--- src/rtl/pcx_pkg.sv ---
`timescale 1ns / 1ps
// ----------------------------------------------------------------------------
// pcx_pkg
// Shared constants, types and tables for the complex pixel component
// extractor: cordic datapath widths, angle table and result kind codes.
// ----------------------------------------------------------------------------
package pcx_pkg;

    localparam int CORDIC_STAGES = 16;
    localparam int SAMPLE_BITS   = 16;

    localparam int MAX_STAGES  = 24;
    localparam int N_STAGES    = (CORDIC_STAGES > MAX_STAGES) ? MAX_STAGES : CORDIC_STAGES;
    localparam int SHIFT_W     = 5;
    localparam int IN_W        = 16;
    localparam int SAMPLE_EFF  = (SAMPLE_BITS < IN_W) ? SAMPLE_BITS : IN_W;
    localparam int GUARD_SHIFT = 4;
    localparam int XW          = 23;
    localparam int ZW          = 34;
    localparam int GAIN_W      = 31;
    localparam int PW          = XW + GAIN_W;
    localparam int VW          = 17;
    localparam int MASK_W      = 5;
    localparam int KIND_W      = 3;

    localparam logic signed [GAIN_W-1:0] INV_GAIN_Q30 = 31'sd652032874;
    localparam logic signed [ZW-1:0]     Z_HALF_PI    = 34'sd1073741824;

    localparam logic signed [VW-1:0] VAL_MAX   = 17'sd65535;
    localparam logic signed [VW-1:0] VAL_MIN   = -17'sd65536;
    localparam logic signed [VW-1:0] PH_ZERO   = 17'sd0;
    localparam logic signed [VW-1:0] PH_PI     = 17'sd32768;
    localparam logic signed [VW-1:0] PH_HALF   = 17'sd16384;
    localparam logic signed [VW-1:0] PH_M_HALF = -17'sd16384;

    localparam logic [KIND_W-1:0] KIND_MAG    = 3'd0;
    localparam logic [KIND_W-1:0] KIND_REAL   = 3'd1;
    localparam logic [KIND_W-1:0] KIND_IMAG   = 3'd2;
    localparam logic [KIND_W-1:0] KIND_PHASE  = 3'd3;
    localparam logic [KIND_W-1:0] KIND_TPHASE = 3'd4;

    localparam logic [MASK_W-1:0] MASK_RESET = 5'd1;

    // one item travelling down the cordic chain
    typedef struct packed {
        logic signed [XW-1:0]   x;
        logic signed [XW-1:0]   y;
        logic signed [ZW-1:0]   z;
        logic signed [IN_W-1:0] re;
        logic signed [IN_W-1:0] im;
        logic                   img;
    } t_cdata;

    // finished pixel handed to the serializer
    typedef struct packed {
        logic signed [VW-1:0] mag;
        logic signed [VW-1:0] re;
        logic signed [VW-1:0] im;
        logic signed [VW-1:0] ph;
        logic                 img;
    } t_pix;

    typedef struct packed {
        logic can_load;
        logic busy;
    } t_ser_stat;

    // atan(2^-i), pi = 2^31
    function automatic logic signed [ZW-1:0] atan_lut(input logic [SHIFT_W-1:0] idx);
        logic signed [ZW-1:0] r;
        begin
            case (idx)
                5'd0:    r = 34'sd536870912;
                5'd1:    r = 34'sd316933406;
                5'd2:    r = 34'sd167458907;
                5'd3:    r = 34'sd85004756;
                5'd4:    r = 34'sd42667331;
                5'd5:    r = 34'sd21354465;
                5'd6:    r = 34'sd10680862;
                5'd7:    r = 34'sd5340245;
                5'd8:    r = 34'sd2670163;
                5'd9:    r = 34'sd1335087;
                5'd10:   r = 34'sd667544;
                5'd11:   r = 34'sd333772;
                5'd12:   r = 34'sd166886;
                5'd13:   r = 34'sd83443;
                5'd14:   r = 34'sd41722;
                5'd15:   r = 34'sd20861;
                5'd16:   r = 34'sd10430;
                5'd17:   r = 34'sd5215;
                5'd18:   r = 34'sd2608;
                5'd19:   r = 34'sd1304;
                5'd20:   r = 34'sd652;
                5'd21:   r = 34'sd326;
                5'd22:   r = 34'sd163;
                5'd23:   r = 34'sd81;
                default: r = '0;
            endcase
            return r;
        end
    endfunction

    // sign extend from the configured sample width
    function automatic logic signed [IN_W-1:0] sample_ext(input logic [IN_W-1:0] v);
        logic [IN_W-1:0] r;
        begin
            for (int i = 0; i < IN_W; i++) begin
                r[i] = (i < SAMPLE_EFF) ? v[i] : v[SAMPLE_EFF-1];
            end
            return $signed(r);
        end
    endfunction

endpackage

--- src/rtl/pcx_serializer.sv ---
`timescale 1ns / 1ps
// ----------------------------------------------------------------------------
// pcx_serializer
// Holds one finished pixel and emits one item per selected component,
// lowest mask bit first, flagging the last one of the pixel.
// ----------------------------------------------------------------------------
module pcx_serializer
    import pcx_pkg::*;
(
    input  logic              i_clk,
    input  logic              i_rst_n,
    input  logic              i_load_valid,
    input  t_pix              i_pix,
    input  logic [MASK_W-1:0] i_mask,
    output t_ser_stat         o_stat,
    output logic              o_tvalid,
    input  logic              i_tready,
    output logic [23:0]       o_tdata,   // [16:0] component_value
    output logic [3:0]        o_tuser,   // [2:0] component_kind, [3] image_done
    output logic              o_tlast    // pixel_done
);

    logic [MASK_W-1:0] r_rem;
    logic [MASK_W-1:0] n_rem;
    t_pix              r_pix;

    logic [MASK_W-1:0]    lsb;
    logic [MASK_W-1:0]    rest;
    logic [KIND_W-1:0]    kind;
    logic signed [VW-1:0] val;
    logic                 last;
    logic                 can_load;

    always_comb begin
        lsb  = r_rem & (~r_rem + MASK_W'(1));
        rest = r_rem & ~lsb;
        last = (rest == '0);
        case (lsb)
            5'b00001: kind = KIND_MAG;
            5'b00010: kind = KIND_REAL;
            5'b00100: kind = KIND_IMAG;
            5'b01000: kind = KIND_PHASE;
            5'b10000: kind = KIND_TPHASE;
            default:  kind = KIND_MAG;
        endcase
        case (kind)
            KIND_MAG:  val = r_pix.mag;
            KIND_REAL: val = r_pix.re;
            KIND_IMAG: val = r_pix.im;
            default:   val = r_pix.ph;
        endcase
        can_load = (r_rem == '0) || (i_tready && last);
        n_rem    = r_rem;
        if (can_load && i_load_valid) begin
            n_rem = i_mask;
        end else if (r_rem != '0 && i_tready) begin
            n_rem = rest;
        end
    end

    always_ff @(posedge i_clk) begin
        if (!i_rst_n) begin
            r_rem <= '0;
        end else begin
            r_rem <= n_rem;
        end
    end

    always_ff @(posedge i_clk) begin
        if (can_load && i_load_valid) begin
            r_pix <= i_pix;
        end
    end

    assign o_stat.can_load = can_load;
    assign o_stat.busy     = (r_rem != '0);
    assign o_tvalid        = (r_rem != '0);
    assign o_tdata         = {7'b0, val};
    assign o_tuser         = {r_pix.img, kind};
    assign o_tlast         = last;

endmodule
--- config.mk ---
export PLATFORM = sky130hd
export DESIGN_NAME = pcx_serializer
export DESIGN_NICKNAME = d
export VERILOG_FILES = /design/src/rtl/pcx_pkg.sv /design/src/rtl/pcx_serializer.sv
export SDC_FILE = /design/constraint.sdc
export NUM_CORES = 1
export LEC_CHECK = 0
export BUFFER_PORTS_ARGS = -buffer_cell sky130_fd_sc_hd__buf_4
export CORE_AREA = 2 2 120 93
export CTS_CLUSTER_DIAMETER = 120
export DETAILED_ROUTE_END_ITERATION = 8
export DIE_AREA = 0 0 122 95
export GPL_ROUTABILITY_DRIVEN = 0
export MAX_ROUTING_LAYER = met4
export SYNTH_ARGS = -nofsm -noshare
export SYNTH_HDL_FRONTEND = slang
export SYNTH_SLANG_ARGS = --single-unit
--- constraint.sdc ---
create_clock -name i_clk -period 3.2 [get_ports i_clk]
set_input_delay 0.32 -clock i_clk [delete_from_list [all_inputs] [get_ports i_clk]]
set_output_delay 0.32 -clock i_clk [all_outputs]
set_load 0.02 [all_outputs]
# After elaboration in Yosys (flattened, before gate mapping)
# Cells that the tools add are included.
[word_totals]
ff_bits = 74
in_bits = 78
word_cells = 30
output_inout_bits = 32
[classes]
n_eq_ne = 6
reduce_logical = 9
n_bitwise = 4
muxes = 4
n_addsub = 1
[op_table]
columns = ["cell", "n"]
rows = [
  ["17-bit case mux with 3 select lines", 1],
  ["3-bit case mux with 4 select lines", 1],
  ["5-bit AND", 2],
  ["5-bit logical NOT", 2],
  ["5-bit two-way mux", 2],
  ["5-bit NOT", 2],
  ["5-bit by 1-bit adder with 5-bit output, second input constant", 1],
  ["5-bit by 2-bit equality test with 1-bit output, second input constant", 1],
  ["5-bit by 3-bit equality test with 1-bit output, second input constant", 1],
  ["5-bit by 4-bit equality test with 1-bit output, second input constant", 1],
  ["5-bit equality test, second input constant", 1],
  ["5-bit nonzero test", 1],
  ["3-bit by 1-bit equality test with 1-bit output, second input constant", 1],
  ["3-bit by 2-bit equality test with 1-bit output, second input constant", 1],
  ["1-bit logical AND", 3],
  ["3-bit logical NOT", 1],
  ["2-bit nonzero test", 1],
  ["1-bit logical OR", 1],
]

# Depth between registers and ports, before layout
# Gate-level depths: netlist of run 1.
[logic_depth]
ltp_word = 10
ltp_mapped = 6
mapped_depth_nobuf = 4

# Least setup slack after synthesis of run 1
# OpenSTA, ideal clock, no wires.
[synth_path]
path_type = "reg-to-reg"
startpoint = "register r_rem[1]"
endpoint = "register r_pix (netlist bit o_tuser[3]) (enable)"
required_ps = 2765
slack_ps = 24
stages_incl_launch_ff = 5
arrival_ps = 2741
period_less_slack_ps = 3176
setup_time_ps = 435
n_path_buf = 1
path_cell_list = "dfxtp_1 buf_6 or3_4 o21ai_4 and3b_1"
[synth_via]
elab_chain_len = 9
elab_cells_between_ends = 10
classes_between = "add/sub: 1; bitwise: 4; reduce/logical: 5"
[synth_rtl]
columns = ["item", "line", "source"]
rows = [
  ["from (decl)", "pcx_serializer.sv:23", "logic [MASK_W-1:0] r_rem;"],
  ["from (signal assigned)", "pcx_serializer.sv:65", "r_rem <= n_rem;"],
  ["5-bit NOT", "pcx_serializer.sv:35", "lsb = r_rem & (~r_rem + MASK_W'(1));"],
  ["5-bit by 1-bit adder with 5-bit output", "pcx_serializer.sv:35", ""],
  ["5-bit AND", "pcx_serializer.sv:35", ""],
  ["5-bit NOT", "pcx_serializer.sv:36", "rest = r_rem & ~lsb;"],
  ["5-bit AND", "pcx_serializer.sv:36", ""],
  ["5-bit logical NOT", "pcx_serializer.sv:37", "last = (rest == '0);"],
  ["1-bit logical AND", "pcx_serializer.sv:52", "can_load = (r_rem == '0) || (i_tready && last);"],
  ["1-bit logical OR (*)", "pcx_serializer.sv:52", ""],
  ["1-bit logical AND (*)", "pcx_serializer.sv:70", "if (can_load && i_load_valid) begin"],
  ["to (signal assigned)", "pcx_serializer.sv:71", "r_pix <= i_pix;"],
  ["to (decl)", "pcx_serializer.sv:25", "t_pix r_pix;"],
]
# Every way passes the cells marked *; elsewhere a longest branch is shown, timed or not.
# A chain may end at the register's enable or synchronous reset.

# Worst setup path in the final report of run 1
[layout_path]
startpoint = "register r_rem[1]"
endpoint = "output o_tdata[0]"
[layout_via]
elab_chain_len = 7
elab_cells_between_ends = 12
classes_between = "add/sub: 1; eq/ne: 6; mux: 2; bitwise: 2; reduce/logical: 1"
[layout_rtl]
columns = ["item", "line", "source"]
rows = [
  ["5-bit NOT", "pcx_serializer.sv:35", ""],
  ["5-bit by 1-bit adder with 5-bit output", "pcx_serializer.sv:35", ""],
  ["5-bit AND (*)", "pcx_serializer.sv:35", ""],
  ["5-bit equality test (tied with other cells)", "pcx_serializer.sv:38", "case (lsb)"],
  ["3-bit case mux with 4 select lines (*)", "pcx_serializer.sv:38", ""],
  ["3-bit by 2-bit equality test with 1-bit output (tied with other cells)", "pcx_serializer.sv:46", "case (kind)"],
  ["17-bit case mux with 3 select lines (*)", "pcx_serializer.sv:46", ""],
  ["to (decl)", "pcx_serializer.sv:18", "output logic [23:0] o_tdata,"],
]
# Marks and branches as above.

==> metrics.cfg, run 1 <==
[drt]
vias = 2011
wl_per_cell_um = 16.4
viasPerCell = 4.57
ant_nets = 0
drtPass1Iterations = 6
drcViolationCount = 0
dr.first_iter.drc_count = 103
routed_wl_um = 7210

[die]
rows = 33
die_y_um = 95
boundaryPins = 110
dieArea_um2 = 11600
core-area_um2 = 10500
die_w_um = 122
start_util_pct = 29.2

[timing]
relSlewSlack_pct = 44.6
period_share_pct = 81.2
finalCriticalPeriod_ns = 2.60
setup_viol_count_final = 0
worst_slack_ns = 0.603
worst_hold_slack_ns = 0.164
hold_viol = 0
rsz0062_at_grt = no
tns_ns = 0
tightest_slew_ns = 0.830
max_freq_ghz = 0.385
slew_violations = 0
clock_skew_ns = 0.00465

[status]
outcome = finished, final reports clean

[yosys]
yosysSeqAreaShare_pct = 70.8
ys_ff_latch = 74
netlist_area_um2 = 3070
ys_types = 40
syn_avg_cell_area_um2 = 16.0
yosysWarningCount = 0
syn_inst = 192

[critical_path]
crit_top_cell = buf_4
start_kind = flop
end_kind = output port
path_buf_inv = 2
cp.required_ns = 2.88
cpPeakStageDelay_ns = 0.68
cp_slowest_cell = nor2_2
crit_family = simple AND/OR/NAND/NOR gates
crit_path_cell_trace = buf_4, nor2_2, a22oi_1, o21ai_1, buf_4
cp.arrival_ns = 2.28
crit_fanout = 19
crit_type = reg2out

[clock_network]
cts.sinks = 74
clock_latency_ns = 0.33
cts_post_setup_buffers_inserted = 0
cts_root_buf = clkbuf_16
holdBufCountCts = 0
clk_pin_slew_ns = 0.06
ctsResizeCount = 0
cts_tree = built
cts-buffers-inserted = 9
htree_num_levels = 3
clock_path_buffers = 2

[cells_and_area]
final_core_utilization_pct = 40.2
final_nets = 373
syn_to_final_growth_pct = 38.1
diodes = 0
drive_gt1_share_pct = 50.0
fin_area_um2 = 4240

[grt]
grt_util_all_layers_pct = 13.3
overflow = 0
grt_pass1_wl_um = 11000
grt_start_max_net_pins = 39
grt_antenna_before_repair = 0
grt_pass1_vias = 2051

[placed_design]
dp_hpwl_um = 4940
dp_slack_ns = 0.750
placed_area_um2 = 3940
port_buffers = 102

[min_path]
hold_path_class = in2reg

[power]
ir_worst_vdd_uv = 283
power_leakage_nw = 1.60
power.density_nw_per_um2 = 654

[flow_run]
maxCapViolations = 0

[registers in the layout, indices dropped and copies added, names as in the netlist]
signal,cells
r_pix,68
r_rem,5
o_tuser,1
[where the power goes]
group / switching [W] / internal, W / total, W
clock: 0.000380 / 0.000605 / 0.000985
sequential: 0.0000400 / 0.00117 / 0.00121
combinational: 0.000328 / 0.000246 / 0.000575
total: 0.000748 / 0.00202 / 0.00277
[Yosys cell counts (all sizes together)]
cell type / number / area, um2
nand2b: 1 / 6.26
nand2: 4 / 15.0
o41ai: 1 / 27.5
o311ai: 1 / 8.76
dfxtp: 5 / 100
o21ai: 24 / 169
clkbuf: 4 / 15.0
and3b: 1 / 8.76
a22oi: 34 / 305
a211oi: 1 / 7.51
nand3b: 1 / 7.51
o211ai: 1 / 7.51
buf: 17 / 129
conb: 1 / 3.75
inv: 3 / 11.3
or3: 2 / 17.5
nor4: 1 / 12.5
a211o: 1 / 8.76
maj3: 1 / 10.0
nor2: 5 / 37.5
o21a: 1 / 7.51
edfxtp: 69 / 2070
and2: 1 / 6.26
and3: 1 / 6.26
nand3: 2 / 10.0
o22ai: 1 / 6.26
a21o: 1 / 7.51
nor2b: 1 / 6.26
nand4: 4 / 25.0
a21oi: 2 / 13.8
[path summary, 6_finish.rpt]
kind              from          to  slack [ns]  cells after the start
max reg2reg   r_rem[1]   r_pix[27]        0.75                      5
max           r_rem[1]  o_tdata[0]        0.60                      5
min reg2reg   r_rem[3]    r_rem[3]        0.66                      2
min          i_pix[23]   r_pix[23]        0.16                      1
[layout make-up]
class                   count  area [um2]
clock inverters             6        66.3
flip-flops and latches     74        2170
fillers                  1001        6290
repair buffers            107         816
clock buffers              10         229
multi-input cells         100         768
inverters                   3        11.3
well taps                 140         175
[per-layer routing]
| layer | track usage [%] | up-vias | part of all wire [%] | wire length (um) |
|---|---|---|---|---|
| li1 | - | 960 | - | - |
| met1 | 17.3 | 954 | 45 | 3250 |
| met2 | 19.9 | 89 | 48 | 3430 |
| met3 | 3.68 | 8 | 6.0 | 429 |
| met4 | 5.08 | 0 | 1.3 | 96 |
| met5 | - | - | 0 | 0 |
[through the flow]
stage | power, W | std cells
5_1_grt | 0.00290 | 440
4_1_cts | 0.00281 | 440
6_report | 0.00277 | 440
2_1_floorplan | 0.00157 | 198
3_3_place_gp | 0.00181 | 424
3_5_place_dp | 0.00181 | 424
[cells by family after synthesis]
logic type / after synthesis / synth area share (%)
flops: 74 / 70.8
compound gates: 68 / 18.5
buf+inv: 24 / 5.05
simple gates: 24 / 5.18
fa+ha+maj: 1 / 0.326
other cells: 1 / 0.122
[worst reg2reg max path, stage by stage, from the launching register on]
cell and delay (ns):
dfxtp_1 0.44, buf_4 0.28, a211oi_1 0.33, a21oi_2 0.11
and3b_4 0.65, buf_12 0.30
[layout by cell type, fill, tap and decap left out, types with 2 or more instances in the layout]
master,n
nand3_1,2
a22oi_1,24
o21ai_2,10
buf_4,106
inv_1,2
dfxtp_1,5
nand4_1,4
o21ai_1,13
clkinvlp_4,2
conb_1,7
edfxtp_1,69
a22oi_2,10
clkbuf_16,9
nand2_1,4
nor2_1,3
Note: power is estimated with default switching activity, not from simulation.
==> run 2, diff against run 1 <==
==> constraint.sdc (replaced) <==
create_clock -name i_clk -period 2.3 [get_ports i_clk]
set_input_delay 0.23 -clock i_clk [delete_from_list [all_inputs] [get_ports i_clk]]
set_output_delay 0.23 -clock i_clk [all_outputs]
set_load 0.02 [all_outputs]
==> run 2 against run 1 <==
  * Sequential power up 39%
  * Routed wire length up 0.64%
  * Die area unchanged
  * Hold slack worse by 0.092 ns
  * Via count up 2.0%
  * Sequential cell count unchanged
  * Critical endpoint is now o_tdata[5]
  * Highest routed layer unchanged
==> metrics.cfg, run 2 (synthesis gave the netlist of run 1 again) <==
[status]
outcome = finished, final reports clean

[drt]
dr.first_iter.drc_count = 122
vias = 2052
drtPass1Iterations = 4
routed_wl_um = 7250
ant_nets = 0
drcViolationCount = 0
wl_per_cell_um = 16.3
viasPerCell = 4.60

[cells_and_area]
n_fill_cell = 997
drive_gt1_share_pct = 50.7
final_nets = 379
fin_area_um2 = 4290
final_cell_mix = 109 x buf_4, 69 x edfxtp_1, 24 x a22oi_1
layout_commonest_cell = buf_4
syn_to_final_growth_pct = 39.6
largest_reg_flops = 68
final-seq-area_um2 = 2170
diodes = 0
multi_input_area_um2 = 768
largest_register = r_pix

[clock_network]
cts-buffers-inserted = 9
clk_pin_slew_ns = 0.06
htree_num_levels = 3
holdBufCountCts = 0
clock_latency_ns = 0.33
cts_tree = built
clock_path_buffers = 2
cts_root_buf = clkbuf_16
cts.sinks = 74

[critical_path]
start_kind = flop
regToRegSetupSlack_ns = 0.28
crit_type = reg2out
r2r-end = r_pix[21]
r2r-start = r_rem[3]
worst_r2r_path_depth = 5
cp.arrival_ns = 1.94
end_kind = output port
crit_fanout = 17
cp.required_ns = 2.07

[timing]
clock_skew_ns = 0.00570
period_share_pct = 94.3
tns_ns = 0
setup_viol_count_final = 0
max_freq_ghz = 0.461
worst_hold_slack_ns = 0.0723
relSlewSlack_pct = 67.2
tightest_slew_ns = 0.488
rsz0062_at_grt = no
slew_violations = 0
hold_viol = 0
finalCriticalPeriod_ns = 2.17

[grt]
grt_pass1_wl_um = 10800
overflow = 0
grt_pass1_vias = 1954
grt_util_all_layers_pct = 13.2
grt_start_max_net_pins = 25
grt_antenna_before_repair = 0

[power]
power.switching_w = 0.00105
p_sw_share_pct = 27.7
power.density_nw_per_um2 = 882
p_comb_share_pct = 22.3
seq_power_share_pct = 44.3
p_int_w = 0.00273
power_leakage_nw = 1.63
ir_worst_vdd_uv = 454
pwr-share-clk_pct = 33.3

[die]
dieArea_um2 = 11600
rows = 33
die_w_um = 122
die_y_um = 95
boundaryPins = 110
start_util_pct = 29.2
core-area_um2 = 10500

[min_path]
hold_end = r_pix[49]
hold_depth = 1
hold_path_class = in2reg
min_from = i_pix[49]

[placed_design]
dp_hpwl_um = 4960
placed_area_um2 = 4010
port_buffers = 102

[flow_run]
maxCapViolations = 0

-- run 2: cell types whose count changed in the layout (fill, tap and decap cells not counted) --
cell	before	now
buf_12	1	3
buf_4	106	109
buf_6	0	1
bufinv_16	1	0
clkinv_1	1	2
clkinv_4	1	0
inv_6	1	2
-- run 2: how the worst max path moves through the flow --
stage | start | to | slack, ns | depth (start not counted)
after global routing | r_rem[0] | o_tdata[3] | 0.01 | 5
after CTS | r_rem[0] | o_tdata[10] | 0.04 | 7
after detailed placement | r_rem[3] | r_pix[17] | 0.29 | 5
after global placement | r_rem[0] | r_pix[37] | 0.35 | 4
after floorplan | r_rem[3] | o_tuser[3] | 0.13 | 5
final | r_rem[0] | o_tdata[5] | 0.13 | 5
-- run 2: per-layer routing --
| layer | GRT usage, % | part of all wire (%) | up-vias |
|---|---|---|---|
| li1 | - | - | 971 |
| met1 | 17.5 | 44 | 984 |
| met2 | 18.9 | 47 | 91 |
| met3 | 4.35 | 7.7 | 6 |
| met4 | 4.98 | 0.90 | 0 |
| met5 | - | 0 | - |
-- run 2: critical path, cell delays in order (launching register included) --
cell and delay (ns):
dfxtp_1 0.38, or3_4 0.47, nor2_8 0.33, a22oi_1 0.16, o21ai_1 0.11, buf_4 0.16
-- run 2: final cells by class --
class / instances / share of cell area [%]
sequential: 74 / 50.7
timing repair buffer: 113 / 20.8
multi-input combinational: 100 / 17.9
clock buffer: 10 / 5.34
tap: 140 / 4.09
clock inverter: 6 / 0.934
inverter: 3 / 0.263
-- run 2: power groups by stage --
stage	combinational (W)	clock [W]	sequential [W]
after detailed placement	0.000854	0	0.00170
after CTS	0.000856	0.00130	0.00168
final	0.000844	0.00126	0.00168
after global placement	0.000846	0	0.00170
after global routing	0.000907	0.00136	0.00169
after floorplan	0.000496	0	0.00169
-- run 2: metrics by stage --
stage                     cells  utilization [%]  total power [W]  setup slack, ns
after floorplan             198                -          0.00219            0.130
after global placement      430             38.1          0.00254            0.350
after detailed placement    430             38.1          0.00256            0.294
after CTS                   446             40.7          0.00383           0.0406
after global routing        446             40.7          0.00395           0.0121
final                       446             40.7          0.00378            0.131
-- run 2: what timing repair did --
action                                 4_1_cts  5_1_grt
buffers inserted                             0        0
setup endpoints to repair                    0       17
endpoints found under the hold margin        0        0
gates resized for setup                      0        1
==> run 3, diff against run 2 <==
==> constraint.sdc (replaced) <==
create_clock -name i_clk -period 1.74 [get_ports i_clk]
set_input_delay 0.174 -clock i_clk [delete_from_list [all_inputs] [get_ports i_clk]]
set_output_delay 0.174 -clock i_clk [all_outputs]
set_load 0.02 [all_outputs]
==> run 3 against run 2 <==
  * The run now ends with setup timing left
  * Via count up 11%
  * First-iteration DRC count down 46%
  * Register-to-register slack worse by 0.37 ns
  * Setup slack worse by 0.32 ns
  * Sequential share of layout area down 8.4 points
  * Hold slack worse by 0.059 ns
  * Power up 47%
  * Final cell count up 13%
  * Global-route usage up 0.67 points
  * Core utilization up 8.2 points
  * Routed wire length up 13%
  * Largest cell class unchanged
  * Highest routed layer unchanged
==> metrics.cfg, run 3 (synthesis gave the netlist of run 1 again) <==
[status]
outcome = finished, violations left
violations = setup timing

[flow_run]
maxCapViolations = 0

[critical_path]
crit_family = compound AO/OA/AOI/OAI gates
cp_slowest_cell = o41ai_4
end_kind = output port
cpPeakStageDelay_ns = 0.39
crit_type = reg2out
cp.depth = 6
cp.required_ns = 1.57
path_buf_inv = 3
crit_fanout = 8
crit_path_cell_trace = buf_8, o41ai_4, buf_6, a22oi_1, o21ai_1, buf_4
cp.arrival_ns = 1.75
worst_r2r_path_depth = 7
start_kind = flop

[power]
power.density_nw_per_um2 = 1080
seq_power_share_pct = 39.8
ir_worst_vdd_uv = 662
p_comb_share_pct = 27.5
p_int_w = 0.00407
pwr-share-clk_pct = 32.7
p_sw_share_pct = 26.9
power_leakage_nw = 2.03
power.switching_w = 0.00149

[drt]
dr.first_iter.drc_count = 66
wl_per_cell_um = 16.2
drcViolationCount = 0
viasPerCell = 4.51
vias = 2281
ant_nets = 0
drtPass1Iterations = 4
routed_wl_um = 8190

[die]
die_y_um = 95
start_util_pct = 29.2
rows = 33
dieArea_um2 = 11600
die_w_um = 122
boundaryPins = 110
core-area_um2 = 10500

[grt]
grt_antenna_before_repair = 0
grt_start_max_net_pins = 32
grt_util_all_layers_pct = 13.9
use_met2_pct = 20.7
overflow = 0
met1_usage_pct = 17.3
grt_pass1_vias = 2201
grt_pass1_wl_um = 11400
grt_use_met3_pct = 5.80
grt.busiest_layer = met2

[timing]
worst_hold_slack_ns = 0.0135
clock_skew_ns = 0.00325
hold_viol = 0
rsz0062_at_grt = yes
finalCriticalPeriod_ns = 1.93
slew_violations = 0
period_share_pct = 111
worst_slack_ns = -0.186
max_freq_ghz = 0.519
setup_viol_count_final = 88

[cells_and_area]
largest_register = r_pix
layout_commonest_cell = buf_4
largest_reg_flops = 68
final_nets = 439
final_cell_mix = 105 x buf_4, 69 x edfxtp_1, 30 x dlygate4sd3_1
syn_to_final_growth_pct = 67.9
drive_gt1_share_pct = 54.6
final_core_utilization_pct = 48.9
diodes = 0
n_fill_cell = 926

[clock_network]
clock_path_buffers = 2
htree_num_levels = 3
cts_tree = built
cts.sinks = 74
clock_latency_ns = 0.34
cts-buffers-inserted = 9
cts_root_buf = clkbuf_16
clk_pin_slew_ns = 0.06

[placed_design]
port_buffers = 102
dp_hpwl_um = 5230

[min_path]
hold_depth = 1
hold_path_class = in2reg

==> run 3: changes by cell type in the layout (fill, tap and decap cells not counted), moves of 3 or more <==
cell,delta
dfxtp_1,-3
buf_12,+3
buf_4,-4
dlygate4sd3_1,+30
buf_6,+23
clkbuf_16,+6
==> run 3: final timing paths <==
path / start / endpoint / slack (ns)
max reg2reg: r_rem[1] / r_pix[55] / -0.09
max: r_rem[1] / o_tdata[1] / -0.19
min reg2reg: r_rem[3] / r_rem[3] / 0.65
min: i_pix[32] / r_pix[32] / 0.01
==> run 3: cell type report <==
cell class                      count  area, um2  area share (%)
Clock buffer                        9        225            4.37
Inverter                            3       11.3           0.219
Tap cell                          140        175            3.40
Multi-Input combinational cell    100        832            16.1
Timing Repair Buffer              173       1660            32.2
Sequential cell                    74       2180            42.3
Clock inverter                      7       68.8            1.34
==> run 3: power by group through the flow <==
stage          registers (W)  clock network, W  logic, W
6_report             0.00221           0.00182   0.00153
5_1_grt              0.00223           0.00195   0.00163
4_1_cts              0.00221           0.00187   0.00129
3_5_place_dp         0.00225                 0   0.00118
3_3_place_gp         0.00224                 0   0.00118
2_1_floorplan        0.00223                 0  0.000659
==> run 3: stage by stage <==
stage	worst slack (ns)	instance area, um2	cells	setup TNS (ns)	power, W
3_5_place_dp	0.0524	4110	439	0	0.00343
5_1_grt	-0.233	5150	506	-10.85	0.00581
3_3_place_gp	0.0780	4110	439	0	0.00342
6_report	-0.186	5150	506	-7.02	0.00556
4_1_cts	-0.189	4620	468	-3.57	0.00538
2_1_floorplan	-0.350	3110	198	-24.18	0.00289
==> run 3: layer usage <==
metal | share of wire, % | wire (um)
met5 | 0 | 0
met4 | 1.1 | 87
met3 | 5.9 | 487
met2 | 49 | 4050
met1 | 44 | 3570
==> run 3: repair_timing <==
action	in CTS	in global routing
hold buffers	12	18
cloned	0	8
pin swaps	2	10
setup buffers	1	12
setup endpoints to repair	22	89
resized for setup	23	22
hold endpoints to repair	12	18
