`src/rtl/pcx_pkg.sv`:
```
`timescale 1ns / 1ps
// ----------------------------------------------------------------------------
// pcx_pkg
// Shared constants, types and tables for the complex pixel component
// extractor: cordic datapath widths, angle table and result kind codes.
// ----------------------------------------------------------------------------
package pcx_pkg;

    localparam int CORDIC_STAGES = 16;
    localparam int SAMPLE_BITS   = 16;

    localparam int MAX_STAGES  = 24;
    localparam int N_STAGES    = (CORDIC_STAGES > MAX_STAGES) ? MAX_STAGES : CORDIC_STAGES;
    localparam int SHIFT_W     = 5;
    localparam int IN_W        = 16;
    localparam int SAMPLE_EFF  = (SAMPLE_BITS < IN_W) ? SAMPLE_BITS : IN_W;
    localparam int GUARD_SHIFT = 4;
    localparam int XW          = 23;
    localparam int ZW          = 34;
    localparam int GAIN_W      = 31;
    localparam int PW          = XW + GAIN_W;
    localparam int VW          = 17;
    localparam int MASK_W      = 5;
    localparam int KIND_W      = 3;

    localparam logic signed [GAIN_W-1:0] INV_GAIN_Q30 = 31'sd652032874;
    localparam logic signed [ZW-1:0]     Z_HALF_PI    = 34'sd1073741824;

    localparam logic signed [VW-1:0] VAL_MAX   = 17'sd65535;
    localparam logic signed [VW-1:0] VAL_MIN   = -17'sd65536;
    localparam logic signed [VW-1:0] PH_ZERO   = 17'sd0;
    localparam logic signed [VW-1:0] PH_PI     = 17'sd32768;
    localparam logic signed [VW-1:0] PH_HALF   = 17'sd16384;
    localparam logic signed [VW-1:0] PH_M_HALF = -17'sd16384;

    localparam logic [KIND_W-1:0] KIND_MAG    = 3'd0;
    localparam logic [KIND_W-1:0] KIND_REAL   = 3'd1;
    localparam logic [KIND_W-1:0] KIND_IMAG   = 3'd2;
    localparam logic [KIND_W-1:0] KIND_PHASE  = 3'd3;
    localparam logic [KIND_W-1:0] KIND_TPHASE = 3'd4;

    localparam logic [MASK_W-1:0] MASK_RESET = 5'd1;

    // one item travelling down the cordic chain
    typedef struct packed {
        logic signed [XW-1:0]   x;
        logic signed [XW-1:0]   y;
        logic signed [ZW-1:0]   z;
        logic signed [IN_W-1:0] re;
        logic signed [IN_W-1:0] im;
        logic                   img;
    } t_cdata;

    // finished pixel handed to the serializer
    typedef struct packed {
        logic signed [VW-1:0] mag;
        logic signed [VW-1:0] re;
        logic signed [VW-1:0] im;
        logic signed [VW-1:0] ph;
        logic                 img;
    } t_pix;

    typedef struct packed {
        logic can_load;
        logic busy;
    } t_ser_stat;

    // atan(2^-i), pi = 2^31
    function automatic logic signed [ZW-1:0] atan_lut(input logic [SHIFT_W-1:0] idx);
        logic signed [ZW-1:0] r;
        begin
            case (idx)
                5'd0:    r = 34'sd536870912;
                5'd1:    r = 34'sd316933406;
                5'd2:    r = 34'sd167458907;
                5'd3:    r = 34'sd85004756;
                5'd4:    r = 34'sd42667331;
                5'd5:    r = 34'sd21354465;
                5'd6:    r = 34'sd10680862;
                5'd7:    r = 34'sd5340245;
                5'd8:    r = 34'sd2670163;
                5'd9:    r = 34'sd1335087;
                5'd10:   r = 34'sd667544;
                5'd11:   r = 34'sd333772;
                5'd12:   r = 34'sd166886;
                5'd13:   r = 34'sd83443;
                5'd14:   r = 34'sd41722;
                5'd15:   r = 34'sd20861;
                5'd16:   r = 34'sd10430;
                5'd17:   r = 34'sd5215;
                5'd18:   r = 34'sd2608;
                5'd19:   r = 34'sd1304;
                5'd20:   r = 34'sd652;
                5'd21:   r = 34'sd326;
                5'd22:   r = 34'sd163;
                5'd23:   r = 34'sd81;
                default: r = '0;
            endcase
            return r;
        end
    endfunction

    // sign extend from the configured sample width
    function automatic logic signed [IN_W-1:0] sample_ext(input logic [IN_W-1:0] v);
        logic [IN_W-1:0] r;
        begin
            for (int i = 0; i < IN_W; i++) begin
                r[i] = (i < SAMPLE_EFF) ? v[i] : v[SAMPLE_EFF-1];
            end
            return $signed(r);
        end
    endfunction

endpackage

```
`src/rtl/pcx_cordic_cell.sv`:
```
`timescale 1ns / 1ps
// ----------------------------------------------------------------------------
// pcx_cordic_cell
// One vectoring micro-rotation: rotates x/y toward the x axis by atan(2^-s)
// and accumulates the angle, registered, handing the item to the next cell.
// ----------------------------------------------------------------------------
module pcx_cordic_cell
    import pcx_pkg::*;
(
    input  logic               i_clk,
    input  logic               i_rst_n,
    input  logic               i_en,
    input  logic [SHIFT_W-1:0] i_shift,
    input  logic               i_valid,
    input  t_cdata             i_data,
    output logic               o_valid,
    output t_cdata             o_data
);

    logic   r_valid;
    t_cdata r_data;
    t_cdata n_data;

    logic signed [XW-1:0] dx;
    logic signed [XW-1:0] dy;
    logic signed [ZW-1:0] ang;

    always_comb begin
        dx     = $signed(i_data.y) >>> i_shift;
        dy     = $signed(i_data.x) >>> i_shift;
        ang    = atan_lut(i_shift);
        n_data = i_data;
        if (!i_data.y[XW-1]) begin
            n_data.x = $signed(i_data.x) + dx;
            n_data.y = $signed(i_data.y) - dy;
            n_data.z = $signed(i_data.z) + ang;
        end else begin
            n_data.x = $signed(i_data.x) - dx;
            n_data.y = $signed(i_data.y) + dy;
            n_data.z = $signed(i_data.z) - ang;
        end
    end

    always_ff @(posedge i_clk) begin
        if (!i_rst_n) begin
            r_valid <= 1'b0;
        end else if (i_en) begin
            r_valid <= i_valid;
        end
    end

    always_ff @(posedge i_clk) begin
        if (i_en) begin
            r_data <= n_data;
        end
    end

    assign o_valid = r_valid;
    assign o_data  = r_data;

endmodule

```
`config.mk`:
```
export PLATFORM = sky130hd
export DESIGN_NAME = pcx_cordic_cell
export DESIGN_NICKNAME = d
export VERILOG_FILES = /design/src/rtl/pcx_pkg.sv /design/src/rtl/pcx_cordic_cell.sv
export SDC_FILE = /design/constraint.sdc
export NUM_CORES = 1
export LEC_CHECK = 0
export BUFFER_PORTS_ARGS = -buffer_cell sky130_fd_sc_hd__buf_4
export CORE_UTILIZATION = 55
export DETAILED_ROUTE_END_ITERATION = 7
export PLACE_DENSITY = 0.79
export SLEW_MARGIN = 15
export SYNTH_ARGS = -nofsm -noshare
export SYNTH_HDL_FRONTEND = slang
export SYNTH_SLANG_ARGS = --single-unit
export TNS_END_PERCENT = 1
```
`constraint.sdc`:
```
create_clock -name i_clk -period 9.1 [get_ports i_clk]
set_input_delay 0.91 -clock i_clk [delete_from_list [all_inputs] [get_ports i_clk]]
set_output_delay 0.91 -clock i_clk [all_outputs]
set_load 0.05 [all_outputs]
```
---- Word-level counts from Yosys, hierarchy flattened ----
Memory sizes are Yosys's and may differ from the RTL's.
Index checks and enable logic that the tools add are counted.
operators by class
  add/subtract/negate cells ............... 6
  shift operators ......................... 2
  muxes and demuxes ....................... 1
operator list
  operator                                        number
  80-bit 2-to-1 mux                               1
  23-bit adder                                    2
  23-bit by 5-bit >>> shifter with 23-bit output  2
  23-bit subtractor                               2
  34-bit adder                                    1
  34-bit subtractor                               1
word-level totals
  register bits after elaboration ......... 114
  ROM bits ................................ 960
  input bits .............................. 122
  output and inout port bits .............. 114
  logic and storage cells ................. 17
  memories kept ........................... 1
memories
  memory           words  bits a word  rd ports  clocked after memory_dff  wr ports  RTL line       text
  (no name shown)  32     30           1         0                         0         pcx_pkg.sv:72  case (idx)

---- Depth between registers and ports, before layout ----
Gate-level depths: netlist of run 1.
  depth in word-level cells ............... 3
  depth in mapped cells ................... 25

---- Least setup slack after synthesis of run 1 ----
OpenSTA, ideal clock, no wires.
  path kind ............................... in2reg
  start ................................... in i_shift[1]
  end ..................................... reg r_data, in the netlist o_data[62] (data pin)
  setup time .............................. 265 ps
  arrival time ............................ 6,112 ps
  required time ........................... 8,835 ps
  slack ................................... 2,723 ps
  cell stages on the path ................. 22
  cells stage by stage .................... buf_2 -> inv_1 -> buf_1 -> clkbuf_1 -> ha_1 -> inv_1 -> mux4_2 -> nor3_1 -> o211ai_1 -> nor4_1 -> nand4_1 -> or2_2 -> and2_1 -> clkbuf_1 -> xor2_1 -> ha_1 -> a21oi_1 -> o21a_1 -> o21ai_0 -> o41ai_1 -> o21ai_0 -> xor2_1
RTL lines
  element                 RTL line               text
  start: declaration      pcx_cordic_cell.sv:13  input logic [SHIFT_W-1:0] i_shift,
  end signal: assignment  pcx_cordic_cell.sv:54  r_data <= n_data;
  end: declaration        pcx_cordic_cell.sv:21  t_cdata r_data;

==> results_tabular.tex, run 1 <==
\begin{tabular}{lr}
\hline
Metric & Value \\
\hline
\multicolumn{2}{l}{\textbf{Cells and area}} \\
\quad Area of the multi-input gates & 8511 sq um \\
\quad Number of nets in the layout & $\sim$1,700 \\
\quad Most frequent cells in the layout & sky130\_fd\_sc\_hd\_\_buf\_4 (243), sky130\_fd\_sc\_hd\_\_edfxtp\_1 (113), sky130\_fd\_sc\_hd\_\_nor2\_1 (103) \\
\quad Area used by sequential logic in the layout & between 3000 and 4000 sq um \\
\quad Commonest non-fill, non-tap cell in the layout & sky130\_fd\_sc\_hd\_\_buf\_4 \\
\quad Antenna fix cells & 0 \\
\quad Layout cells sized above 1 & 25.30\% \\
\quad Fillers & roughly 1,800 \\
\quad Area growth from synthesis to layout & 19.74\% \\
\multicolumn{2}{l}{\textbf{Die}} \\
\quad Vertical die dimension & approximately 150 um \\
\quad Initial Util & a little under three fifths \\
\quad Number of I/O pins & 236 \\
\quad Die area & $\sim$23,000 sq um \\
\quad Core region area & 21,960 sq um \\
\quad Width of the die & between 150 and 200 um \\
\quad Standard-cell row count & 54 \\
\multicolumn{2}{l}{\textbf{Synth}} \\
\quad Cell Area, Synth & 12,410 sq um \\
\quad Synth Warn \# & 0 \\
\quad Complex-gate fraction of the synthesized area & between 20\% and 30\% \\
\quad Adder-cell share of the synthesized area & 9.354\% \\
\quad Synthesized area divided by synthesized cell count & roughly 9.5 sq um \\
\quad Async S/R FF share, synth & 0\% \\
\quad Number of distinct library cells after synthesis & 83 \\
\quad Number of enable flip-flop cells after synthesis & between 100 and 150 \\
\quad Basic-gate share of the synthesized area counting and, or, nand and nor cells & between 10\% and 20\% \\
\quad Largest family of logic cells by synthesized area & compound AO/OA/AOI/OAI gates \\
\quad Synthesized flop and latch total & 114 \\
\quad Share of synthesized area occupied by flip-flops and latches & 27.50\% \\
\quad Syn\_nets & 1,522 \\
\quad Synthesized instance count & around 1,300 \\
\quad Post-synthesis xor/xnor area fraction & 8.396\% \\
\quad Synth Flop Type & sky130\_fd\_sc\_hd\_\_edfxtp\_1 \\
\quad Multiplexer area fraction after synthesis & 15.45\% \\
\multicolumn{2}{l}{\textbf{Critical path}} \\
\quad Critical path type & primary input to flip-flop \\
\quad Required time worst endpoint & a little over 9 ns \\
\quad Critical Path AT & 7.13 ns \\
\quad Setup crit start kind & primary input \\
\quad Critical Path End Type & flip-flop \\
\quad Worst-path fanout max & 68 \\
\multicolumn{2}{l}{\textbf{CTS}} \\
\quad Number of hold-repair buffers added at the cts stage & 0 \\
\quad Post-CTS repair timing setup buffer count & 0 \\
\quad Cell at the root of the clock tree & sky130\_fd\_sc\_hd\_\_clkbuf\_16 \\
\quad TritonCTS clock tree & done \\
\quad Maximum count of clock buffers along a single path & 2 \\
\quad Number of clock buffers inserted by TritonCTS & 17 \\
\quad Resize count post-CTS & 0 \\
\quad Total number of clock tree sinks & approximately 110 \\
\quad Clock latency on the worst-skew pair & 0.42 ns \\
\quad Clock slew seen by the registers of the worst setup and hold paths & 0.06 ns \\
\quad Max H-tree Level & 4 \\
\multicolumn{2}{l}{\textbf{Detailed routing}} \\
\quad Top layer used by detailed routing & met4 \\
\quad TritonRoute pass-1 iters & 8 \\
\quad Vias per cell & 6.452 \\
\quad Metal-1 WL & 14,940 um \\
\quad Met3 Wirelength & 3796 um \\
\quad Number of vias in the routed layout & 11,570 \\
\quad Post-detailed-routing wire length & 35,750 um \\
\quad Met2 wirelength from detailed routing & 16,090 um \\
\quad Detailed-route wire length per cell & 19.93 um \\
\quad Drt initial violations & 1,290 \\
\quad Detail Route Antenna Nets & 0 \\
\quad DRC Markers & 21 \\
\multicolumn{2}{l}{\textbf{Global route}} \\
\quad Number of global-route vias before repair & between 10,000 and 15,000 \\
\quad Wire length of the first global-routing pass & roughly 56,000 um \\
\quad Global routing usage summed across all routing layers & 30.31\% \\
\quad Global route overflow & 0 \\
\quad Number of antenna violations at the first check in global routing & 1 \\
\quad Maximum number of pins on one net before global-route repair & 71 \\
\multicolumn{2}{l}{\textbf{Run status}} \\
\quad Status & finished with violations \\
\quad Violated checks & design-rule violations \\
\multicolumn{2}{l}{\textbf{Pwr}} \\
\quad Max IR drop VDD & approximately 0.11 mV \\
\quad Clock group share of total power & 24.4\% \\
\quad Combinational fraction of design power & 49.0\% \\
\quad Fraction of power spent switching nets & 42.76\% \\
\quad Internal power component & 1.610 mW \\
\quad Power density over cell area & 189.2 nW/um\^{}2 \\
\quad Static leakage & 6.153 nW \\
\quad Net switching power & 1.203 mW \\
\quad Part of the power in registers & 26.6\% \\
\multicolumn{2}{l}{\textbf{STA}} \\
\quad Final critical-path share of the clock period & around three quarters \\
\quad Count of endpoints failing setup in the final report & 0 \\
\quad Final min period & 6.954 ns \\
\quad Setup repair after global routing missed its margin & false \\
\quad Least setup slack across all paths after layout & 2.146 ns \\
\quad Number of max-slew violations in the final report & 0 \\
\quad Fin Clk Skew & 0 ns \\
\quad Final Hold Violating Endpoints & 0 \\
\quad Peak clock frequency supported by timing & around 140 MHz \\
\quad Worst Max-Slew Pin Slew & $\sim$0.97 ns \\
\quad Relative slew margins & 35.14\% \\
\quad Setup TNS & 0 ns \\
\multicolumn{2}{l}{\textbf{Placement}} \\
\quad Worst slack at placement & between 1.5 and 2 ns \\
\quad Total of buffers placed on input and output ports & 235 \\
\quad HPWL after detailed placement & about 26,000 um \\
\quad Final estimated routing congestion in global placement & 0.9491 \\
\multicolumn{2}{l}{\textbf{Min path}} \\
\quad Worst min-delay path category & flip-flop to flip-flop \\
\multicolumn{2}{l}{\textbf{Job}} \\
\quad Max cap viols & 0 \\
\hline
\end{tabular}
flip-flops by register name (all words and copies together), names as in the netlist:
name / count
o_data: 113
o_valid: 1
cells by family (layout without fill, tap and decap cells):
logic type	Yosys count	in the layout
and+or+nand+nor	378	378
buffers and inverters	118	323
adders and majority gates	91	91
xor gates and xnor gates	119	119
muxes	109	109
DFF	114	114
AOI/OAI and AO/OA	380	380
routing by layer:
layer / track usage (%) / up-vias
met2: 47.25 / 658
met5: 0 / -
met4: 10.79 / 0
met1: 41.71 / 5446
met3: 6.399 / 80
li1: - / 5390
cell type report:
cell class | instances | share of cell area [%]
sequential | 114 | 22.96
multi-input combinational | 1077 | 57.26
timing repair buffer | 243 | 12.27
clock buffer | 17 | 2.862
inverter | 48 | 1.212
clock inverter | 15 | 1.069
tap | 280 | 2.357
per-stage QoR:
stage	hold WS [ns]	cell area, sq um	std cells	power [mW]	utilization (%)
after floorplan	0.7429	12410	1309	1.756	-
after global placement	0.5069	14280	1762	2.096	65.03
after detailed placement	0.5513	14280	1762	2.115	65.03
after CTS	0.5610	14860	1794	2.811	67.69
after global routing	0.5916	14860	1794	2.940	67.69
final	0.5530	14860	1794	2.812	67.69
Yosys cell counts (all sizes together) (14+ instances only):
cell	n	area, sq um
edfxtp	113	3393
nor2	103	386.6
a21oi	100	500.5
nand2	98	367.9
ha	88	1101
xnor2	68	595.6
o21ai	67	335.3
mux4	63	1419
xor2	51	446.7
inv	47	176.4
clkbuf	43	161.4
a21o	32	240.2
nor3	31	160.1
buf	27	147.6
nand3	26	130.1
mux2i	25	262.8
nor2b	23	143.9
mux2	21	236.5
a31oi	20	125.1
o21a	18	135.1
a211oi	17	127.6
nand2b	16	100.1
o211ai	14	118.9
power by group through the flow:
stage                     Sequential [mW]  Clock [mW]  Combinational [mW]
after floorplan                      1.11           0               0.641
after CTS                           0.748       0.697                1.37
final                               0.747       0.687                1.38
after global routing                0.757       0.717                1.47
after global placement              0.757           0                1.34
after detailed placement            0.757           0                1.36
critical path, cell delays in order:
cell and delay (ns):
sky130_fd_sc_hd__buf_4 0.58, sky130_fd_sc_hd__inv_1 0.66, sky130_fd_sc_hd__ha_1 0.54, sky130_fd_sc_hd__nand2b_1 0.22
sky130_fd_sc_hd__a211o_1 0.15, sky130_fd_sc_hd__o21ai_0 0.18, sky130_fd_sc_hd__inv_1 0.12, sky130_fd_sc_hd__ha_1 0.16
sky130_fd_sc_hd__o221ai_1 0.20, sky130_fd_sc_hd__nor4_1 0.44, sky130_fd_sc_hd__nand4_1 0.20, sky130_fd_sc_hd__or2_2 0.35
sky130_fd_sc_hd__and2_1 0.25, sky130_fd_sc_hd__xnor2_1 0.23, sky130_fd_sc_hd__ha_1 0.32, sky130_fd_sc_hd__a21oi_1 0.20
sky130_fd_sc_hd__o21a_1 0.14, sky130_fd_sc_hd__o21ai_0 0.11, sky130_fd_sc_hd__o41ai_1 0.67, sky130_fd_sc_hd__o21ai_0 0.23
sky130_fd_sc_hd__xor2_1 0.18
worst paths after layout:
| check | end | from | slack [ns] | cells past startpoint |
|---|---|---|---|---|
| setup / recovery | o_data[62] | i_shift[1] | 2.15 | 21 |
| hold / removal | o_valid | o_valid | 0.55 | 2 |
| setup reg to reg | o_valid | o_valid | 8.48 | 2 |
| hold reg to reg | o_valid | o_valid | 0.55 | 2 |
Note: power is estimated with default switching activity, not from simulation.
==> run 2: changes to the inputs <==
--- a/config.mk
+++ b/config.mk
@@ -6,7 +6,7 @@
 export NUM_CORES = 1
 export LEC_CHECK = 0
 export BUFFER_PORTS_ARGS = -buffer_cell sky130_fd_sc_hd__buf_4
-export CORE_UTILIZATION = 55
+export CORE_UTILIZATION = 52
 export DETAILED_ROUTE_END_ITERATION = 7
 export PLACE_DENSITY = 0.79
 export SLEW_MARGIN = 15
==> constraint.sdc (replaced) <==
create_clock -name i_clk -period 5.8 [get_ports i_clk]
set_input_delay 0.58 -clock i_clk [delete_from_list [all_inputs] [get_ports i_clk]]
set_output_delay 0.58 -clock i_clk [all_outputs]
set_load 0.05 [all_outputs]
==> results_tabular.tex, run 2 (synthesis results as in run 1) <==
\begin{tabular}{lr}
\hline
Metric & Value \\
\hline
\multicolumn{2}{l}{\textbf{Pwr}} \\
\quad Combinational fraction of design power & 50.0\% (+1.0 points) \\
\quad Static leakage & 6.676 nW (+8.5\%) \\
\quad Part of the power in registers & 25.9\% (-0.7 points) \\
\quad Fraction of power spent switching nets & 42.42\% (-0.34 points) \\
\quad Internal power component & 2.607 mW (+62\%) \\
\quad Net switching power & 1.920 mW (+60\%) \\
\quad Clock group share of total power & 24.1\% (-0.3 points) \\
\quad Max IR drop VDD & 0.1940 mV (+71\%) \\
\quad Power density over cell area & 287.4 nW/um\^{}2 (+52\%) \\
\quad Total Power Consumption & 4.527 mW (+61\%) \\
\multicolumn{2}{l}{\textbf{CTS}} \\
\quad Post-CTS repair timing setup buffer count & 0 (unchanged) \\
\quad Number of hold-repair buffers added at the cts stage & 0 (unchanged) \\
\quad Clock latency on the worst-skew pair & 0.42 ns (about the same) \\
\quad Number of clock buffers inserted by TritonCTS & 17 (unchanged) \\
\quad Maximum count of clock buffers along a single path & 2 (unchanged) \\
\quad Total number of clock tree sinks & 114 (unchanged) \\
\quad Cell at the root of the clock tree & sky130\_fd\_sc\_hd\_\_clkbuf\_16 \\
\quad TritonCTS clock tree & done \\
\quad Max H-tree Level & 4 (unchanged) \\
\quad Clock slew seen by the registers of the worst setup and hold paths & 0.07 ns (about the same) \\
\multicolumn{2}{l}{\textbf{Critical path}} \\
\quad Setup crit end & o\_data[62] \\
\quad Number of cells traversed by the worst register-to-register path & 2 (unchanged) \\
\quad R2r startpoint & o\_valid \\
\quad Critical Path End Type & flip-flop \\
\quad Launching instance or port of the critical path & i\_shift[2] \\
\quad Reg-to-reg endpoint & o\_valid \\
\quad Required time worst endpoint & 5.97 ns (-3.30 ns) \\
\quad Critical path type & primary input to flip-flop \\
\quad Reg2Reg Setup Slack & 5.16 ns (-3.32 ns) \\
\quad Setup crit start kind & primary input \\
\quad Critical Path AT & 5.45 ns (-1.68 ns) \\
\quad Worst-path fanout max & 36 (-47\%) \\
\multicolumn{2}{l}{\textbf{Run status}} \\
\quad Status & finished clean \\
\multicolumn{2}{l}{\textbf{Cells and area}} \\
\quad Commonest non-fill, non-tap cell in the layout & sky130\_fd\_sc\_hd\_\_buf\_4 \\
\quad Number of nets in the layout & 1,817 (+6.0\%) \\
\quad Most frequent cells in the layout & sky130\_fd\_sc\_hd\_\_buf\_4 (341), sky130\_fd\_sc\_hd\_\_edfxtp\_1 (113), sky130\_fd\_sc\_hd\_\_nor2\_1 (103) \\
\quad Fillers & 1,849 (+3.8\%) \\
\quad Max FFs per register & 113 (unchanged) \\
\quad Area growth from synthesis to layout & 26.88\% \\
\quad Antenna fix cells & 0 (unchanged) \\
\quad Layout cells sized above 1 & 30.12\% (+4.8 points) \\
\multicolumn{2}{l}{\textbf{STA}} \\
\quad Peak clock frequency supported by timing & 189.5 MHz \\
\quad Final critical-path share of the clock period & 90.97\% \\
\quad Worst hold slack & 0.3295 ns (-0.2235 ns) \\
\quad Setup repair after global routing missed its margin & false \\
\quad Count of endpoints failing setup in the final report & 0 (unchanged) \\
\quad Final Hold Violating Endpoints & 0 (unchanged) \\
\quad Setup TNS & 0 ns (unchanged) \\
\quad Worst Max-Slew Pin Slew & 0.7986 ns (-0.1743 ns) \\
\quad Final min period & 5.276 ns \\
\quad Fin Clk Skew & 0 ns (unchanged) \\
\quad Number of max-slew violations in the final report & 0 (unchanged) \\
\quad Relative slew margins & 46.76\% (+12 points) \\
\multicolumn{2}{l}{\textbf{Job}} \\
\quad Max cap viols & 0 (unchanged) \\
\multicolumn{2}{l}{\textbf{Die}} \\
\quad Vertical die dimension & 156.5 um (+2.8\%) \\
\quad Core region area & 23,470 sq um (+6.9\%) \\
\quad Standard-cell row count & 56 (+3.7\%) \\
\quad Width of the die & 156.5 um (+2.8\%) \\
\quad Die area & 24,490 sq um (+5.7\%) \\
\quad Number of I/O pins & 236 (unchanged) \\
\quad Initial Util & 52.88\% (-3.6 points) \\
\multicolumn{2}{l}{\textbf{Detailed routing}} \\
\quad TritonRoute pass-1 iters & 5 (-3) \\
\quad Number of vias in the routed layout & 12,090 (+4.4\%) \\
\quad Detailed-route wire length per cell & 19.90 um (-0.12\%) \\
\quad Detail Route Antenna Nets & 0 (unchanged) \\
\quad Post-detailed-routing wire length & 38,530 um (+7.8\%) \\
\quad Vias per cell & 6.242 (-3.2\%) \\
\quad DRC Markers & 0 (-100\%) \\
\quad Drt initial violations & 887 (-31\%) \\
\multicolumn{2}{l}{\textbf{Global route}} \\
\quad Global routing usage summed across all routing layers & 31.27\% (+0.97 points) \\
\quad Global route overflow & 0 (unchanged) \\
\quad Wire length of the first global-routing pass & 59,670 um (+6.2\%) \\
\quad Number of global-route vias before repair & 11,520 (+7.2\%) \\
\quad Maximum number of pins on one net before global-route repair & 60 (-15\%) \\
\quad Number of antenna violations at the first check in global routing & 0 (-1) \\
\multicolumn{2}{l}{\textbf{Placement}} \\
\quad Total of buffers placed on input and output ports & 235 (unchanged) \\
\quad Final estimated routing congestion in global placement & 0.9439 (-0.55\%) \\
\quad HPWL after detailed placement & 29,410 um (+12\%) \\
\multicolumn{2}{l}{\textbf{Min path}} \\
\quad Worst min-delay path category & primary input to flip-flop \\
\hline
\end{tabular}
run 2: changes by cell type in the layout (fill, tap and decap cells not counted):
cell / change
sky130_fd_sc_hd__buf_12: +4
sky130_fd_sc_hd__buf_4: +98
sky130_fd_sc_hd__buf_6: +1
sky130_fd_sc_hd__clkinv_4: +2
sky130_fd_sc_hd__clkinvlp_4: -1
sky130_fd_sc_hd__inv_6: -2
sky130_fd_sc_hd__inv_8: +1
sky130_fd_sc_hd__o41ai_1: -1
sky130_fd_sc_hd__o41ai_2: +1
run 2: power groups by stage:
stage,registers [mW],logic (mW),clock network (mW)
after global placement,1.19,2.20,0
final,1.17,2.26,1.09
after CTS,1.17,2.25,1.11
after global routing,1.19,2.42,1.15
after floorplan,1.75,1.01,0
after detailed placement,1.19,2.23,0
run 2: through the flow:
| step | setup slack, ns | cell area, sq um | utilization (%) | instances |
|---|---|---|---|---|
| after floorplan | -0.03599 | 12420 | - | 1309 |
| after global placement | 0.1074 | 15160 | 64.58 | 1904 |
| after detailed placement | -0.009514 | 15160 | 64.58 | 1904 |
| after CTS | 0.4483 | 15750 | 67.08 | 1936 |
| after global routing | 0.1398 | 15750 | 67.10 | 1936 |
| final | 0.5237 | 15750 | 67.10 | 1936 |
run 2: how the worst min path moves through the flow:
stage               startpoint          to  slack [ns]  depth (start not counted)
floorplan            i_data[0]   o_data[0]        0.68                          0
global placement       o_valid     o_valid        0.51                          2
detailed placement     o_valid     o_valid        0.57                          2
CTS                 i_data[22]  o_data[22]        0.32                          1
global route        i_data[13]  o_data[13]        0.31                          1
finish              i_data[17]  o_data[17]        0.33                          1
run 2: routing by layer:
metal	global-route usage [%]	part of all wire, %
met1	40.17	41
met2	51.02	46
met3	7.366	10
met4	11.86	3.0
met5	0	0
run 2: critical path, stage by stage:
cell                      delay, ns
sky130_fd_sc_hd__buf_4         0.38
sky130_fd_sc_hd__buf_4         0.43
sky130_fd_sc_hd__mux4_2        0.57
sky130_fd_sc_hd__a21oi_1       0.33
sky130_fd_sc_hd__nand4_1       0.16
sky130_fd_sc_hd__nor4_1        0.32
sky130_fd_sc_hd__nand4_1       0.22
sky130_fd_sc_hd__or2_2         0.37
sky130_fd_sc_hd__and2_1        0.23
sky130_fd_sc_hd__xor2_1        0.18
sky130_fd_sc_hd__ha_1          0.33
sky130_fd_sc_hd__a21oi_1       0.18
sky130_fd_sc_hd__o21a_1        0.15
sky130_fd_sc_hd__o21ai_0       0.14
sky130_fd_sc_hd__o41ai_2       0.46
sky130_fd_sc_hd__o21ai_0       0.22
sky130_fd_sc_hd__xor2_1        0.18
run 2: timing repair:
item                                    4_1_cts  5_1_grt
endpoints found under the setup margin        0        3
gates resized for setup                       0        1
hold endpoints to repair                      0        0
run 2: layout make-up:
class / count / area (sq um) / area share (%)
Clock inverter: 15 / 162.7 / 1.033
Inverter: 48 / 180.2 / 1.144
Multi-Input combinational cell: 1077 / 8518 / 54.08
Sequential cell: 114 / 3413 / 21.67
Timing Repair Buffer: 346 / 2651 / 16.83
Tap cell: 319 / 399.1 / 2.534
Clock buffer: 17 / 425.4 / 2.701
==> run 3: changes to the inputs <==
--- a/config.mk
+++ b/config.mk
@@ -5,6 +5,7 @@
 export SDC_FILE = /design/constraint.sdc
 export NUM_CORES = 1
 export LEC_CHECK = 0
+export ABC_AREA = 1
 export BUFFER_PORTS_ARGS = -buffer_cell sky130_fd_sc_hd__buf_4
 export CORE_UTILIZATION = 52
 export DETAILED_ROUTE_END_ITERATION = 7
==> results_tabular.tex, run 3 <==
\begin{tabular}{lr}
\hline
Metric & Value \\
\hline
\multicolumn{2}{l}{\textbf{Run status}} \\
\quad Status & finished clean \\
\multicolumn{2}{l}{\textbf{STA}} \\
\quad Setup repair after global routing missed its margin & false \\
\quad Relative slew margins & 44.85\% (-1.9 points) \\
\quad Final critical-path share of the clock period & 83.77\% (-7.2 points) \\
\quad Number of max-slew violations in the final report & 0 (unchanged) \\
\quad Final min period & 4.859 ns (-0.4174 ns) \\
\quad Worst Max-Slew Pin Slew & 0.8253 ns (+0.02670 ns) \\
\quad Final Hold Violating Endpoints & 0 (unchanged) \\
\quad Setup TNS & 0 ns (unchanged) \\
\quad Fin Clk Skew & 0 ns (unchanged) \\
\quad Peak clock frequency supported by timing & 205.8 MHz (+8.6\%) \\
\quad Count of endpoints failing setup in the final report & 0 (unchanged) \\
\multicolumn{2}{l}{\textbf{Pwr}} \\
\quad Power density over cell area & 307.6 nW/um\^{}2 (+7.0\%) \\
\quad Static leakage & 7.246 nW (+8.5\%) \\
\quad Max IR drop VDD & 0.1818 mV (-6.3\%) \\
\multicolumn{2}{l}{\textbf{Critical path}} \\
\quad Setup crit end & o\_data[53] \\
\quad Worst-path fanout max & 41 (+14\%) \\
\quad Reg2Reg Setup Slack & 5.14 ns (-0.02 ns) \\
\quad Critical Path End Type & flip-flop \\
\quad Critical Path AT & 5.04 ns (-0.41 ns) \\
\quad Critical path type & primary input to flip-flop \\
\quad Setup crit start kind & primary input \\
\quad Reg-to-reg endpoint & o\_valid \\
\quad Launching instance or port of the critical path & i\_shift[1] \\
\quad R2r startpoint & o\_valid \\
\quad Number of cells traversed by the worst register-to-register path & 2 (unchanged) \\
\quad Required time worst endpoint & 5.98 ns (about the same) \\
\multicolumn{2}{l}{\textbf{Global route}} \\
\quad Number of global-route vias before repair & 12,210 (+5.9\%) \\
\quad Maximum number of pins on one net before global-route repair & 63 (+5.0\%) \\
\quad Global routing usage summed across all routing layers & 32.13\% (+0.85 points) \\
\quad Number of antenna violations at the first check in global routing & 0 (unchanged) \\
\quad Wire length of the first global-routing pass & 61,100 um (+2.4\%) \\
\quad Global route overflow & 0 (unchanged) \\
\multicolumn{2}{l}{\textbf{Detailed routing}} \\
\quad DRC Markers & 0 (unchanged) \\
\quad TritonRoute pass-1 iters & 6 (+1) \\
\quad Vias per cell & 5.606 (-10\%) \\
\quad Drt initial violations & 1,166 (+31\%) \\
\quad Number of vias in the routed layout & 13,070 (+8.1\%) \\
\quad Detailed-route wire length per cell & 16.57 um (-17\%) \\
\quad Post-detailed-routing wire length & 38,620 um (+0.24\%) \\
\quad Detail Route Antenna Nets & 0 (unchanged) \\
\multicolumn{2}{l}{\textbf{Synth}} \\
\quad Share of synthesized area occupied by flip-flops and latches & 27.95\% (+0.45 points) \\
\quad Syn\_nets & 2,005 (+32\%) \\
\quad Synthesized area divided by synthesized cell count & 6.815 sq um (-28\%) \\
\quad Synthesized instance count & 1,792 (+37\%) \\
\quad Most area-hungry cell type in the Yosys netlist & sky130\_fd\_sc\_hd\_\_edfxtp\_1 \\
\quad Synthesized flop and latch total & 114 (unchanged) \\
\quad Synth Flop Type & sky130\_fd\_sc\_hd\_\_edfxtp\_1 \\
\quad Most used standard cell by instance count after synthesis & sky130\_fd\_sc\_hd\_\_nand2\_1 \\
\quad Async S/R FF share, synth & 0\% (unchanged) \\
\quad Synth Warn \# & 0 (unchanged) \\
\quad Cell Area, Synth & 12,210 sq um (-1.6\%) \\
\quad Number of distinct library cells after synthesis & 50 (-40\%) \\
\quad Leading post-synthesis cells by instance count & sky130\_fd\_sc\_hd\_\_nand2\_1 (579), sky130\_fd\_sc\_hd\_\_nand3\_1 (211), sky130\_fd\_sc\_hd\_\_inv\_1 (141), sky130\_fd\_sc\_hd\_\_nor2\_1 (128), sky130\_fd\_sc\_hd\_\_a21oi\_1 (118) \\
\quad Number of enable flip-flop cells after synthesis & 113 (unchanged) \\
\quad Top area cells in the synthesized netlist & sky130\_fd\_sc\_hd\_\_edfxtp\_1 (28\%), sky130\_fd\_sc\_hd\_\_nand2\_1 (18\%), sky130\_fd\_sc\_hd\_\_ha\_1 (9.0\%) \\
\quad Area share of the leading cell type in the synthesized netlist & 27.79\% (+0.45 points) \\
\multicolumn{2}{l}{\textbf{Cells and area}} \\
\quad Max FFs per register & 113 (unchanged) \\
\quad Antenna fix cells & 0 (unchanged) \\
\quad Most frequent cells in the layout & sky130\_fd\_sc\_hd\_\_nand2\_1 (579), sky130\_fd\_sc\_hd\_\_buf\_4 (247), sky130\_fd\_sc\_hd\_\_nand3\_1 (211) \\
\quad Area growth from synthesis to layout & 20.47\% \\
\quad Fin cells & 2,331 (+20\%) \\
\quad Commonest non-fill, non-tap cell in the layout & sky130\_fd\_sc\_hd\_\_nand2\_1 \\
\quad Number of nets in the layout & 2,218 (+22\%) \\
\quad Layout cells sized above 1 & 17.15\% (-13 points) \\
\multicolumn{2}{l}{\textbf{CTS}} \\
\quad Resize count post-CTS & 0 (unchanged) \\
\quad Clock latency on the worst-skew pair & 0.42 ns (about the same) \\
\quad Cell at the root of the clock tree & sky130\_fd\_sc\_hd\_\_clkbuf\_16 \\
\quad Total number of clock tree sinks & 114 (unchanged) \\
\quad Number of hold-repair buffers added at the cts stage & 0 (unchanged) \\
\quad Max H-tree Level & 4 (unchanged) \\
\quad Number of clock buffers inserted by TritonCTS & 17 (unchanged) \\
\quad Clock slew seen by the registers of the worst setup and hold paths & 0.07 ns (about the same) \\
\quad TritonCTS clock tree & done \\
\quad Post-CTS repair timing setup buffer count & 0 (unchanged) \\
\quad Maximum count of clock buffers along a single path & 2 (unchanged) \\
\multicolumn{2}{l}{\textbf{Die}} \\
\quad Standard-cell row count & 55 (-1.8\%) \\
\quad Die area & 24,100 sq um (-1.6\%) \\
\quad Number of I/O pins & 236 (unchanged) \\
\quad Vertical die dimension & 155.2 um (-0.81\%) \\
\quad Initial Util & 53.45\% (+0.57 points) \\
\quad Core region area & 22,850 sq um (-2.7\%) \\
\quad Width of the die & 155.2 um (-0.81\%) \\
\multicolumn{2}{l}{\textbf{Min path}} \\
\quad Cell depth of the worst min-delay path & 1 (unchanged) \\
\quad Worst min-delay path category & primary input to flip-flop \\
\multicolumn{2}{l}{\textbf{Job}} \\
\quad Max cap viols & 0 (unchanged) \\
\multicolumn{2}{l}{\textbf{Placement}} \\
\quad Cell count after placement & 2,299 (+21\%) \\
\quad Total of buffers placed on input and output ports & 235 (unchanged) \\
\quad Final estimated routing congestion in global placement & 1.040 (+10\%) \\
\quad HPWL after detailed placement & 30,130 um (+2.4\%) \\
\hline
\end{tabular}
run 3: logic make-up after synthesis:
group                      after synthesis  synth area share [%]
and+or+nand+nor                       1001                 34.91
AOI/OAI and AO/OA                      262                 11.95
buffers and inverters                  212                 7.654
DFF                                    114                 27.95
xor gates and xnor gates               112                 8.033
adders and majority gates               91                 9.508
run 3: worst max-delay path, stage by stage:
cell	delay (ns)
sky130_fd_sc_hd__buf_4	0.40
sky130_fd_sc_hd__inv_6	0.17
sky130_fd_sc_hd__ha_1	0.37
sky130_fd_sc_hd__or2_2	0.32
sky130_fd_sc_hd__nand2_1	0.06
sky130_fd_sc_hd__nor2_1	0.07
sky130_fd_sc_hd__nor2_2	0.17
sky130_fd_sc_hd__ha_1	0.24
sky130_fd_sc_hd__or2_2	0.27
sky130_fd_sc_hd__o21ai_0	0.11
sky130_fd_sc_hd__inv_1	0.10
sky130_fd_sc_hd__fa_1	0.43
sky130_fd_sc_hd__o21ai_0	0.31
sky130_fd_sc_hd__a21oi_1	0.18
sky130_fd_sc_hd__o21bai_1	0.37
sky130_fd_sc_hd__a21boi_0	0.21
sky130_fd_sc_hd__o21ai_0	0.34
sky130_fd_sc_hd__a21oi_1	0.14
sky130_fd_sc_hd__xnor2_1	0.14
run 3: per-stage QoR:
step / hold WS (ns) / utilization (%) / instance area [sq um] / total power, mW / setup slack (ns)
after floorplan: 0.6735 / - / 12210 / 2.810 / 1.309
after global placement: 0.5272 / 61.82 / 14120 / 3.388 / 0.6312
after detailed placement: 0.5389 / 61.82 / 14120 / 3.413 / 0.5390
after CTS: 0.3106 / 64.39 / 14710 / 4.529 / 0.9882
after global routing: 0.3098 / 64.39 / 14710 / 4.769 / 0.5599
final: 0.3219 / 64.39 / 14710 / 4.525 / 0.9411
run 3: where the power goes:
| part | switching [mW] | internal, mW | total (mW) | leakage (nW) |
|---|---|---|---|---|
| Clock | 0.490 | 0.612 | 1.10 | 0.282 |
| Combinational | 1.53 | 0.710 | 2.24 | 5.85 |
| Sequential | 0.0435 | 1.14 | 1.19 | 1.11 |
| Total | 2.06 | 2.47 | 4.53 | 7.25 |
run 3: layout make-up:
cell class | count | area (sq um)
tap | 313 | 391.6
clock buffer | 17 | 425.4
sequential | 114 | 3413
multi-input combinational | 1466 | 7864
clock inverter | 15 | 161.4
fill | 2195 | 8135
inverter | 159 | 601.8
timing repair buffer | 247 | 1854
run 3: worst min path at each step:
stage               start    endpoint  slack [ns]
2_1_floorplan        i_en     o_valid        0.67
3_3_place_gp      o_valid     o_valid        0.53
3_5_place_dp      o_valid     o_valid        0.54
4_1_cts        i_data[13]  o_data[13]        0.31
5_1_grt        i_data[13]  o_data[13]        0.31
6_report       i_data[13]  o_data[13]        0.32
run 3: metal layers:
metal	track usage (%)	share of wire [%]	vias up
li1	-	-	6422
met1	40.43	41	5990
met2	55.56	48	557
met3	3.677	6.5	99
met4	14.05	3.8	0
met5	0	0	-
